===== src/rtl/smn_ram.sv =====
// generic simple dual-port ram with registered read
module smn_ram #(
   parameter int WIDTH = 8,
   parameter int DEPTH = 16
) (
   input  logic                     clock,
   input  logic                     wr_en,
   input  logic [$clog2(DEPTH)-1:0] wr_addr,
   input  logic [WIDTH-1:0]         wr_data,
   input  logic                     rd_en,
   input  logic [$clog2(DEPTH)-1:0] rd_addr,
   output logic [WIDTH-1:0]         rd_data
);

   logic [WIDTH-1:0] mem_ff [DEPTH];
   logic [WIDTH-1:0] rd_data_ff;

   always_ff @(posedge clock) begin
      if (wr_en) begin
         mem_ff[wr_addr] <= wr_data;
      end
      if (rd_en) begin
         rd_data_ff <= mem_ff[rd_addr];
      end
   end

   assign rd_data = rd_data_ff;

endmodule

===== config.mk =====
export PLATFORM = sky130hd
export DESIGN_NAME = smn_ram
export DESIGN_NICKNAME = d
export VERILOG_FILES = /design/src/rtl/smn_ram.sv
export SDC_FILE = /design/constraint.sdc
export NUM_CORES = 1
export LEC_CHECK = 0
export ABC_AREA = 1
export BUFFER_PORTS_ARGS = -buffer_cell sky130_fd_sc_hd__buf_2
export CORE_AREA = 8 8 104 106
export DETAILED_ROUTE_END_ITERATION = 8
export DIE_AREA = 0 0 112 114
export PLACE_DENSITY = 0.83
export SYNTH_ARGS = -nofsm -noshare
export SYNTH_HDL_FRONTEND = slang
export SYNTH_SLANG_ARGS = --single-unit

===== constraint.sdc =====
create_clock -name clock -period 2 [get_ports clock]
set_input_delay 0.4 -clock clock [delete_from_list [all_inputs] [get_ports clock]]
set_output_delay 0.4 -clock clock [all_outputs]
set_load 0.02 [all_outputs]

=== After elaboration in Yosys (flattened, before gate mapping) ===
Memory sizes are Yosys's and may differ from the RTL's. A register that Yosys moved wholly into a read port is not among the register bits.
Cells that the tools add are included.

* Bits in registers: 0
* Bits in writable memories: 128
* Bits of input ports: 19
* Memories kept: 1

* Mux-type cells: 2

{| class="wikitable"
|+ Memory list
! name !! depth !! bits a word !! read ports !! clocked after memory_dff !! wr ports !! line !! RTL
|-
| mem_ff || 16 || 8 || 1 || 1 || 1 || 15 || <nowiki>logic [WIDTH-1:0] mem_ff [DEPTH];</nowiki>
|}

{| class="wikitable"
|+ Operators with widths
! cell !! number
|-
| 1-bit two-way mux || 2
|}

=== Logic depth before layout (Yosys ltp) ===
* Word-level depth: 2
* Mapped depth: 8

=== Worst setup path after synthesis ===
OpenSTA, ideal clock, no wires.

* Path kind: input to register
* Start: input port wr_addr[2]
* End: memory mem_ff[10][0] (enable)
* Library setup time: 0.370 ns
* Arrival time: 0.981 ns
* Required time: 1.630 ns
* Path slack: 0.649 ns
* Cell stages on the path: 2
* Path buffers: 0
* Cell sequence: nand3b_1 -> nor2_1

{| class="wikitable"
|+ RTL lines
! element !! line !! RTL
|-
| start: declaration || 8 || <nowiki>input logic [$clog2(DEPTH)-1:0] wr_addr,</nowiki>
|-
| end: declaration || 15 ||
|}

No word-level cell before the write port.

=== Final worst setup path ===
* Start: register rd_data_ff[7], in the netlist rd_data[7], read port of mem_ff
* End: output port rd_data[7]

{| class="wikitable"
|+ RTL lines
! element !! line !! RTL
|-
| start: declaration || 16 || <nowiki>logic [WIDTH-1:0] rd_data_ff;</nowiki>
|-
| end: declaration || 12 || <nowiki>output logic [WIDTH-1:0] rd_data</nowiki>
|}

No word-level cell between the ends.

==> metrics.txt <==
sequential power share 49.5%; Crit. End Element primary output; Ports 27; Worst R2R End rd_data[4]$_DFFE_PP_; # port buffers 26; main area contributors after synthesis edfxtp_1, nand2_1, nand3_1; NumNets Final 613; Clock Latency Late Sink 0.52 ns; time the worst path needs with I/O delays and setup 1.52 ns; Worst-Margin Slew 0.687 ns; Mapped Avg Cell Area 10.6 um^2; setup TNS 0 ns; P_leak 0.00293 uW; CP max-delay cell edfxtp_1; count leader, synth nand2_1; Critical Path AT 1.12 ns; DR WL/cell 19.1 um; Comb pwr share 6.3%; WS Path Type flop to primary output; Placeable Area 9110 um^2; initial DRC count 536; status complete, no violations; number of synthesized flops with an enable pin 136; commonest cells in the netlist nand2_1, edfxtp_1, inv_1; CTS Hold Bufs 0; worst path required time 1.60 ns; vias per inst 5.68; CTS tree built; Internal 5080 uW; vias in the first global route 4083; post_cts resized 0; routing usage on met3 6.29%; Worst-path clk slew 0.06 ns; Routed Antenna Nets 0; Net Sw Power 1450 uW; R2R Setup Slk 0.74 ns; DRC Markers 0; cells along the critical path buf_2; Area Growth Syn to Fin 14.6%; hpwl dp 8.34 mm; die extent in y 114 um; share of layout cells above drive strength 1 12.9%; post-synth top area cell edfxtp_1; worst clock skew 0.00604 ns; CTS Buf Count 17; PnR worst setup slack 0.479 ns; Critical path origin rd_data[7]$_DFFE_PP_; Clock power frac 44.2%; HP Class primary input to flop; post-synthesis net count 570; total of max-cap violations 0; RSZ-0062 raised after global routing no; row cnt 35; Setup violations, final 0; Most Crowded Layer GR met2; critical-path maximum fanout 1; met2 usage 35.9%; Synth Register Bits 136; Post-Syn Instances 551; largest net degree at the start of global routing 65; Largest delay share family, worst path flip-flops; via count 4075; Filler cells 576; Setup Buffers After CTS 0; Max clock buf depth 2; grt total ovfl 0; overall routed net length 13.7 mm; gr usage total 23.0%; critical path launch point type flop; Sink Count 136; Starting Density 64.2%; ANT cells 0; Slew Viols, Final 0; fmax 658 MHz; Fin. Hold Viols 0; ys flop type edfxtp_1; worst setup path end rd_data[7]; Buf+Inv Stages, Crit Path 1; PD cells 974 nW/um^2; Slew headroom 54.0%; Synth warnings 0; first-pass GRT wire length 22.1 mm; pre-CTS setup slack 0.326 ns; Global Route met1 Usage 30.2%; worst-case reg-to-reg path depth 6; crit share post-route 76.0%; Die Wd 112 um; sw frac 22.2%; Critical R2R Launch mem_ff[9][4]$_DFFE_PP_; antenna violations before repair 0; Die Area 12800 um^2; critical path's largest stage delay 0.42 ns; post-synthesis async set-or-reset flop share 0%; Final GP Congestion 0.864; Post-Syn Area 5850 um^2; clk root buf clkbuf_8; Worst IR Drop VDD 727 uV; top cell type's share of synthesized area 69.8%; unique cell type count in the Yosys netlist 11; Critical Path Stages 1; Seq/Total Area, Yosys 69.8%; htree depth 4; Pre-antenna DRT Iters 6
-- state kept, by name, summed over array words and instances, names as in the netlist --
signal / cells
rd_data: 8
mem_ff: 128
-- kinds of logic after synthesis --
logic type    synth area share (%)
buf+inv                       9.39
flops                         69.8
simple gates                  20.8
-- layout make-up --
type,count,area [um^2],share of cell area (%)
flip-flops and latches,136,4080,60.9
multi-input cells,289,1210,18.1
clock buffers,17,414,6.18
inverters,102,383,5.71
repair buffers,48,333,4.97
well taps,111,139,2.07
clock inverters,15,136,2.03
-- cells in the final DEF, fill, tap and decap left out, drive strengths merged --
master,synthesis,routed
nand2,173,173
inv,102,102
nand3b,2,2
clkbuf,0,17
nand3,97,97
clkinv,0,11
bufinv,0,2
buf,24,48
nor2,17,17
edfxtp,136,136
clkinvlp,0,2
-- power groups by stage --
stage | registers (uW) | clock network [uW] | logic, uW
6_report | 3230 | 2880 | 413
5_1_grt | 3240 | 3030 | 453
4_1_cts | 3230 | 2890 | 409
3_5_place_dp | 3290 | 0 | 402
3_3_place_gp | 3290 | 0 | 391
2_1_floorplan | 3300 | 0 | 225
-- worst min-delay path by stage --
stage	from	to	slack [ns]	depth (start not counted)
after floorplan	wr_data[0]	mem_ff[0][0]$_DFFE_PP_	0.50	0
after global placement	mem_ff[10][1]$_DFFE_PP_	rd_data[1]$_DFFE_PP_	0.74	6
after detailed placement	mem_ff[11][1]$_DFFE_PP_	rd_data[1]$_DFFE_PP_	0.75	6
after CTS	rd_en	rd_data[3]$_DFFE_PP_	0.24	1
after global routing	rd_en	rd_data[3]$_DFFE_PP_	0.23	1
final	rd_en	rd_data[3]$_DFFE_PP_	0.25	1
-- per-layer routing --
metal | wire [um] | vias to the layer above
li1 | - | 1869
met1 | 5460 | 1908
met2 | 6360 | 262
met3 | 1480 | 36
met4 | 383 | 0
met5 | 0 | -
-- per-stage QoR --
step | area [um^2] | total power [uW] | utilization (%) | hold slack, ns | std cells
after CTS | 6700 | 6530 | 73.6 | 0.236 | 718
after detailed placement | 6150 | 3690 | 67.5 | 0.749 | 686
after floorplan | 5850 | 3530 | - | 0.499 | 551
after global routing | 6700 | 6710 | 73.6 | 0.232 | 718
after global placement | 6150 | 3680 | 67.5 | 0.740 | 686
final | 6700 | 6530 | 73.6 | 0.247 | 718
Note: power is estimated with default switching activity, not from simulation.
